===== src/hw/rtl/assert_macros.svh =====
// Assertion macros shared by the RTL files; clocked on clk_i, disabled while rst_ni is low.
`ifndef ASSERT_MACROS_SVH
`define ASSERT_MACROS_SVH

// Check a condition at every clock edge.
`define ASSERT_ALWAYS(label, cond, msg) \
  label: assert property (@(posedge clk_i) disable iff (!rst_ni) (cond)) else $error(msg);

// Check that a condition in one cycle implies another in the next cycle.
`define ASSERT_NEXT(label, ante, cons, msg) \
  label: assert property (@(posedge clk_i) disable iff (!rst_ni) (ante) |=> (cons)) \
    else $error(msg);

`endif


===== src/hw/rtl/olir_pkg.sv =====
// Package for the ordered list: sizes, op and status codes, cell control type.
`timescale 1ns / 1ps
`default_nettype none

package olir_pkg;

  localparam int DEPTH      = 64;
  localparam int WORD_WIDTH = 32;
  localparam int OP_W       = 3;
  localparam int CNT_W      = $clog2(DEPTH + 1);
  localparam int OUT_W      = 32;
  localparam int ST_W       = 2;

  typedef logic [WORD_WIDTH-1:0] word_t;
  typedef logic [CNT_W-1:0]      cnt_t;

  typedef enum logic [OP_W-1:0] {
    OP_READ   = 3'd0,
    OP_APPEND = 3'd1,
    OP_DROP   = 3'd2,
    OP_INSERT = 3'd3,
    OP_REMOVE = 3'd4
  } op_e;

  typedef enum logic [ST_W-1:0] {
    ST_OK    = 2'd0,
    ST_RANGE = 2'd1,
    ST_EMPTY = 2'd2,
    ST_FULL  = 2'd3
  } status_e;

  // Broadcast to every cell in the chain
  typedef struct packed {
    logic  ins;
    logic  app;
    logic  rem;
    cnt_t  index;
    cnt_t  count;
    word_t value;
  } cell_ctl_t;

endpackage

`default_nettype wire


===== src/hw/rtl/olir_cell.sv =====
// One storage cell of the list chain: holds one word, loads, or takes a neighbor's word.
`timescale 1ns / 1ps
`default_nettype none

module olir_cell import olir_pkg::*; (
  input  logic      clk_i,
  input  cnt_t      pos_i,
  input  cell_ctl_t ctl_i,
  input  word_t     left_i,
  input  word_t     right_i,
  output word_t     data_o,
  output word_t     rd_o
);

  word_t data_q, data_d;
  logic  hit;

  assign hit = (pos_i == ctl_i.index);

  // Pick the next word: new value, shift up from the left, shift down from the right
  always_comb begin
    data_d = data_q;
    if (ctl_i.app && (pos_i == ctl_i.count)) begin
      data_d = ctl_i.value;
    end else if (ctl_i.ins && hit) begin
      data_d = ctl_i.value;
    end else if (ctl_i.ins && (pos_i > ctl_i.index) && (pos_i <= ctl_i.count)) begin
      data_d = left_i;
    end else if (ctl_i.rem && (pos_i >= ctl_i.index)
                 && ((pos_i + cnt_t'(1)) < ctl_i.count)) begin
      data_d = right_i;
    end
  end

  always_ff @(posedge clk_i) begin
    data_q <= data_d;
  end

  assign data_o = data_q;
  assign rd_o   = hit ? data_q : '0;

endmodule

`default_nettype wire


===== config.mk =====
export PLATFORM = sky130hd
export DESIGN_NAME = olir_cell
export DESIGN_NICKNAME = d
export VERILOG_FILES = /design/src/hw/rtl/assert_macros.svh /design/src/hw/rtl/olir_pkg.sv /design/src/hw/rtl/olir_cell.sv
export SDC_FILE = /design/constraint.sdc
export NUM_CORES = 1
export LEC_CHECK = 0
export ABC_AREA = 1
export BUFFER_PORTS_ARGS = -buffer_cell sky130_fd_sc_hd__buf_2
export CELL_PAD_IN_SITES_DETAIL_PLACEMENT = 0
export CELL_PAD_IN_SITES_GLOBAL_PLACEMENT = 1
export CORE_ASPECT_RATIO = 1.1
export CORE_MARGIN = 4
export CORE_UTILIZATION = 30
export CTS_CLUSTER_SIZE = 25
export DETAILED_ROUTE_END_ITERATION = 10
export PLACE_DENSITY = 0.91
export SKIP_LAST_GASP = 1
export SYNTH_ARGS = -nofsm -noshare
export SYNTH_HDL_FRONTEND = slang
export SYNTH_SLANG_ARGS = --single-unit

===== constraint.sdc =====
create_clock -name clk_i -period 6.5 [get_ports clk_i]
set_input_delay 1.3 -clock clk_i [delete_from_list [all_inputs] [get_ports clk_i]]
set_output_delay 1.3 -clock clk_i [all_outputs]
set_load 0.02 [all_outputs]

==> out/qor.txt, run 1 <==
outcome -> complete, no violations
Clock Sinks -> 32
cells after synthesis -> 440
NetSw -> 0.252 mW
register share of total power -> 0.429
first drt pass iteration count -> 4
RSZ-0062 raised after global routing -> no
Synth cell types -> 20
Worst setup EP type -> flop
max reg flops -> 32
Post-Syn Area -> 0.00290 sq mm
critical path, cell by cell -> buf_2 -> ha_1 -> nand2_2 -> nor2_4 -> nand2_2 -> nand2_1 -> a21oi_4 -> nand2_2 -> nand3_2
Syn Nets -> 583
Final setup viols -> 0
Required @ worst endpoint -> 6400 ps
Sw Share -> 0.365
height of the die -> 111 um
Resized cells post-CTS -> 0
first-pass GRT wire length -> 13,800 um
htree depth -> 2
worst IR drop on VDD -> 0.0646 mV
CP top delay family -> simple AND/OR/NAND/NOR gates
share of layout cells above drive strength 1 -> 0.322
Clock power frac -> 0.204
Gate power share -> 0.367
actual slew at the worst max-slew pin -> 1070 ps
final setup margin -> 1740 ps
Ys Warns -> 0
CP startpoint kind -> primary input
WS Path Type -> in2reg
port buffer count -> 184
final wirelength -> 8960 um
CP most frequent cell -> nand2_2
# hold bufs at CTS -> 0
TritonCTS buffer count -> 5
setup_tns -> 0 ps
area delta synth->final -> 36.8%
Max Cap Viol -> 0
largest net degree at the start of global routing -> 35
Tcrit/Tclk final -> 0.732
leakage -> 2.52 nW
vias in the first global route -> 3,171
syn_area_per_cell -> 6.59 sq um
Max-Slew Margin vs Limit -> 0.285
initial core utilization -> 0.308
clk buf depth -> 2
Top Ports -> 185
drt wl/cell -> 12.2 um
hold path start -> ctl_i[25]
Root Buffer -> clkbuf_8
GR Overflow Total -> 0
highest clock rate -> 210 MHz
fin util -> 0.422
Core ar. -> 0.00940 sq mm
GP Congestion -> 0.815
sequential fraction of the synthesis area -> 0.331
cell with the largest stage delay on the worst path -> nand3_2
crit path buf inv count -> 1
CP max FO -> 34
drt drc -> 0
WP data arrival -> 4660 ps
initial DRC count -> 130
GRT Util Overall -> 0.150
initial antenna violation count -> 0
number of diodes -> 0
Power Dens Cells -> 174 mW/mm^2
DIE WIDTH -> 102 um
CTS tree -> built
row cnt -> 37
post-CTS setup buffers -> 0
Seq cells post-synth -> 32
Vias/cell -> 4.46
worst slack, placed -> 1370 ps
Power Total -> 0.690 mW
hpwl dp -> 7290 um
Final nets -> 758
final hold vios -> 0
max-slew violation count -> 0
ANT nets after route -> 0
Internal -> 0.439 mW
post-layout min period -> 4760 ps
die area -> 0.0113 sq mm
critical path startpoint -> pos_i[5]
HP Class -> in2reg
vias -> 3,268
Reg clk slew, reported paths -> 60 ps
crit-path max cell delay -> 750 ps
-- final cells by class --
| type | instances | area, sq um |
|---|---|---|
| Multi-Input combinational cell | 270 | 1400 |
| Inverter | 120 | 450 |
| Timing Repair Buffer | 186 | 936 |
| Clock buffer | 5 | 68.8 |
| Sequential cell | 32 | 961 |
| Clock inverter | 2 | 7.51 |
| Tap cell | 117 | 146 |
| Fill cell | 1022 | 5430 |
-- power groups by stage --
stage	logic [mW]	clock network [mW]	registers (mW)
finish	0.254	0.141	0.296
global route	0.283	0.153	0.301
CTS	0.256	0.148	0.297
detailed placement	0.255	0	0.301
global placement	0.251	0	0.300
floorplan	0.109	0	0.346
-- synthesized netlist by cell type --
library cell / number / area, sq um
inv_1: 120 / 450
xnor2_1: 1 / 8.76
buf_6: 3 / 33.8
a21oi_4: 1 / 16.3
nand2_1: 115 / 432
nand2_2: 4 / 25.0
nand4_1: 3 / 18.8
a211oi_1: 1 / 7.51
clkbuf_1: 8 / 30.0
nand3_1: 70 / 350
nor2_1: 36 / 135
edfxtp_1: 32 / 961
buf_1: 1 / 3.75
nand3b_1: 4 / 30.0
xor2_1: 4 / 35.0
ha_1: 22 / 275
a21oi_1: 6 / 30.0
nor2_4: 1 / 11.3
buf_2: 6 / 30.0
a21o_1: 2 / 15.0
-- metrics by stage --
stage          std cells  hold WS (ps)  area, sq um
2_1_floorplan        440          1490         2900
3_3_place_gp         725          1570         3890
3_5_place_dp         725          1580         3890
4_1_cts              732          1280         3970
5_1_grt              732          1300         3970
6_report             732          1300         3970
-- final timing paths --
kind	depth (start not counted)	to	slack [ps]
min	3	data_o[25]$_DFFE_PP_	1300
max	9	data_o[13]$_DFFE_PP_	1740
-- worst min-delay path: stages --
cell and delay (ps):
buf_2 80, nand2_1 40, nand2_1 50
-- layout by cell type (no fill, tap or decap), drive strengths merged, types with 5 or more instances in the layout --
| cell type | n |
|---|---|
| a21oi | 7 |
| buf | 186 |
| clkbuf | 5 |
| edfxtp | 32 |
| ha | 22 |
| inv | 120 |
| nand2 | 119 |
| nand3 | 70 |
| nor2 | 37 |
-- cell families after synthesis --
family | after synthesis | share of synthesized area
XOR/XNOR | 5 | 0.0151
adder cells (fa/ha/maj) | 22 | 0.0949
buffers and inverters | 138 | 0.189
AO/OA/AOI/OAI | 10 | 0.0237
flip-flops | 32 | 0.331
AND/OR/NAND/NOR | 233 | 0.346
-- per-layer routing --
metal  GRT usage  up-vias  part of all wire
met2       0.271      150              0.49
met5           0        -                 0
met1       0.174     1426              0.39
met3      0.0346       14              0.10
met4      0.0381        0             0.015
li1            -     1678                 -
(Power assumes the default switching activity.)
==> run 2, diff against run 1 <==
--- a/config.mk
+++ b/config.mk
@@ -11,10 +11,10 @@
 export CELL_PAD_IN_SITES_GLOBAL_PLACEMENT = 1
 export CORE_ASPECT_RATIO = 1.1
 export CORE_MARGIN = 4
-export CORE_UTILIZATION = 30
+export CORE_UTILIZATION = 28
 export CTS_CLUSTER_SIZE = 25
 export DETAILED_ROUTE_END_ITERATION = 10
-export PLACE_DENSITY = 0.91
+export PLACE_DENSITY = 0.86
 export SKIP_LAST_GASP = 1
 export SYNTH_ARGS = -nofsm -noshare
 export SYNTH_HDL_FRONTEND = slang
==> constraint.sdc (replaced) <==
create_clock -name clk_i -period 4.7 [get_ports clk_i]
set_input_delay 0.94 -clock clk_i [delete_from_list [all_inputs] [get_ports clk_i]]
set_output_delay 0.94 -clock clk_i [all_outputs]
set_load 0.02 [all_outputs]
==> out/qor.txt, run 2 (synthesis gave the netlist of run 1 again) <==
clk buf depth -> 2 (unchanged)
row cnt -> 38 (was 37)
# hold bufs at CTS -> 0 (unchanged)
dpl cells -> 731 (was 725)
max reg flops -> 32 (unchanged)
post-CTS setup buffers -> 0 (unchanged)
worst IR drop on VDD -> 0.105 mV (was 0.0646 mV)
final setup margin -> 1270 ps (was 1740 ps)
Clock Sinks -> 32 (unchanged)
GRT Util Overall -> 0.153 (was 0.150)
htree depth -> 2 (unchanged)
first drt pass iteration count -> 4 (unchanged)
leakage -> 2.55 nW (was 2.52 nW)
TritonCTS buffer count -> 5 (unchanged)
NetSw -> 0.368 mW (was 0.252 mW)
Worst setup EP type -> output port (was flop)
Core ar. -> 0.00998 sq mm (was 0.00940 sq mm)
CP max FO -> 34 (unchanged)
Final setup viols -> 0 (unchanged)
Sw Share -> 0.355 (was 0.365)
die area -> 0.0120 sq mm (was 0.0113 sq mm)
fin cells -> 739 (was 732)
initial core utilization -> 0.290 (was 0.308)
Resized cells post-CTS -> 0 (unchanged)
Vias/cell -> 4.32 (was 4.46)
DIE WIDTH -> 105 um (was 102 um)
register share of total power -> 0.398 (was 0.429)
Tcrit/Tclk final -> 0.731
GR Overflow Total -> 0 (unchanged)
Final nets -> 761 (was 758)
initial antenna violation count -> 0 (unchanged)
drt drc -> 0 (unchanged)
Max-Slew Margin vs Limit -> 0.430 (was 0.285)
vias in the first global route -> 3,188 (was 3,171)
Clock power frac -> 0.260 (was 0.204)
number of diodes -> 0 (unchanged)
GP Congestion -> 0.849 (was 0.815)
area delta synth->final -> 38.9% (was 36.8%)
CP startpoint kind -> primary input (unchanged)
largest net degree at the start of global routing -> 35 (unchanged)
final wirelength -> 9540 um (was 8960 um)
Root Buffer -> clkbuf_8 (unchanged)
port buffer count -> 184 (unchanged)
CTS tree -> built (unchanged)
Max Cap Viol -> 0 (unchanged)
max-slew violation count -> 0 (unchanged)
Gate power share -> 0.342 (was 0.367)
outcome -> complete, no violations (unchanged)
ANT nets after route -> 0 (unchanged)
share of layout cells above drive strength 1 -> 0.330 (was 0.322)
HP Class -> in2reg (unchanged)
post-layout min period -> 3430 ps
most common cell after layout, fill and taps aside -> buf_2 (unchanged)
highest clock rate -> 291 MHz
actual slew at the worst max-slew pin -> 854 ps (was 1070 ps)
first-pass GRT wire length -> 14,900 um (was 13,800 um)
final hold vios -> 0 (unchanged)
Reg clk slew, reported paths -> 80 ps (was 60 ps)
setup_tns -> 0 ps (unchanged)
worst slack, placed -> 967 ps (was 1370 ps)
vias -> 3,196 (was 3,268)
drt wl/cell -> 12.9 um (was 12.2 um)
Hold Slack -> 919 ps (was 1300 ps)
height of the die -> 115 um (was 111 um)
Required @ worst endpoint -> 3760 ps (was 6400 ps)
WS Path Type -> in2out (was in2reg)
most frequent cells in the layout -> buf_2, inv_1, nand2_1 (unchanged)
WP data arrival -> 2490 ps (was 4660 ps)
Top Ports -> 185 (unchanged)
initial DRC count -> 174 (was 130)
RSZ-0062 raised after global routing -> no (unchanged)
Power Dens Cells -> 257 mW/mm^2 (was 174 mW/mm^2)
Internal -> 0.668 mW (was 0.439 mW)
hpwl dp -> 7480 um (was 7290 um)
==> run 2: metrics by stage <==
step	cell area [sq um]	total power [mW]	utilization
4_1_cts	4030	1.05	0.403
3_3_place_gp	3920	0.770	0.392
5_1_grt	4030	1.11	0.403
6_report	4030	1.04	0.403
3_5_place_dp	3920	0.778	0.392
2_1_floorplan	2900	0.629	-
==> run 2: power by group through the flow <==
| stage | sequential [mW] | combinational (mW) | clock, mW |
|---|---|---|---|
| 6_report | 0.413 | 0.354 | 0.269 |
| 5_1_grt | 0.420 | 0.398 | 0.287 |
| 4_1_cts | 0.414 | 0.359 | 0.277 |
| 3_5_place_dp | 0.420 | 0.358 | 0 |
| 3_3_place_gp | 0.418 | 0.352 | 0 |
| 2_1_floorplan | 0.478 | 0.151 | 0 |
==> run 2: worst max-delay path: stages <==
cell     delay [ps]
buf_2           140
ha_1            320
nand2_1          70
nor2_1          150
nand2_2         420
nor2_1          260
buf_2           200
==> run 2: layout make-up <==
| class | count | area (sq um) |
|---|---|---|
| clock buffer | 5 | 68.8 |
| clock inverter | 3 | 42.5 |
| fill | 1093 | 5960 |
| inverter | 120 | 450 |
| multi-input combinational | 270 | 1400 |
| sequential | 32 | 961 |
| tap | 120 | 150 |
| timing repair buffer | 189 | 958 |
==> run 2: layer usage <==
metal / global-route usage / wire length, um / vias up / share of wire
met1: 0.180 / 3930 / 1356 / 0.41
met4: 0.0437 / 160 / 0 / 0.017
met5: 0 / 0 / - / 0
met2: 0.281 / 4720 / 144 / 0.49
met3: 0.0327 / 728 / 13 / 0.076
li1: - / - / 1683 / -
==> run 2: worst paths after layout <==
path                                  end  depth (start not counted)  slack (ps)      from
worst max-delay path              rd_o[7]                          7        1270  pos_i[2]
worst min-delay path  data_o[7]$_DFFE_PP_                          3         920  ctl_i[7]
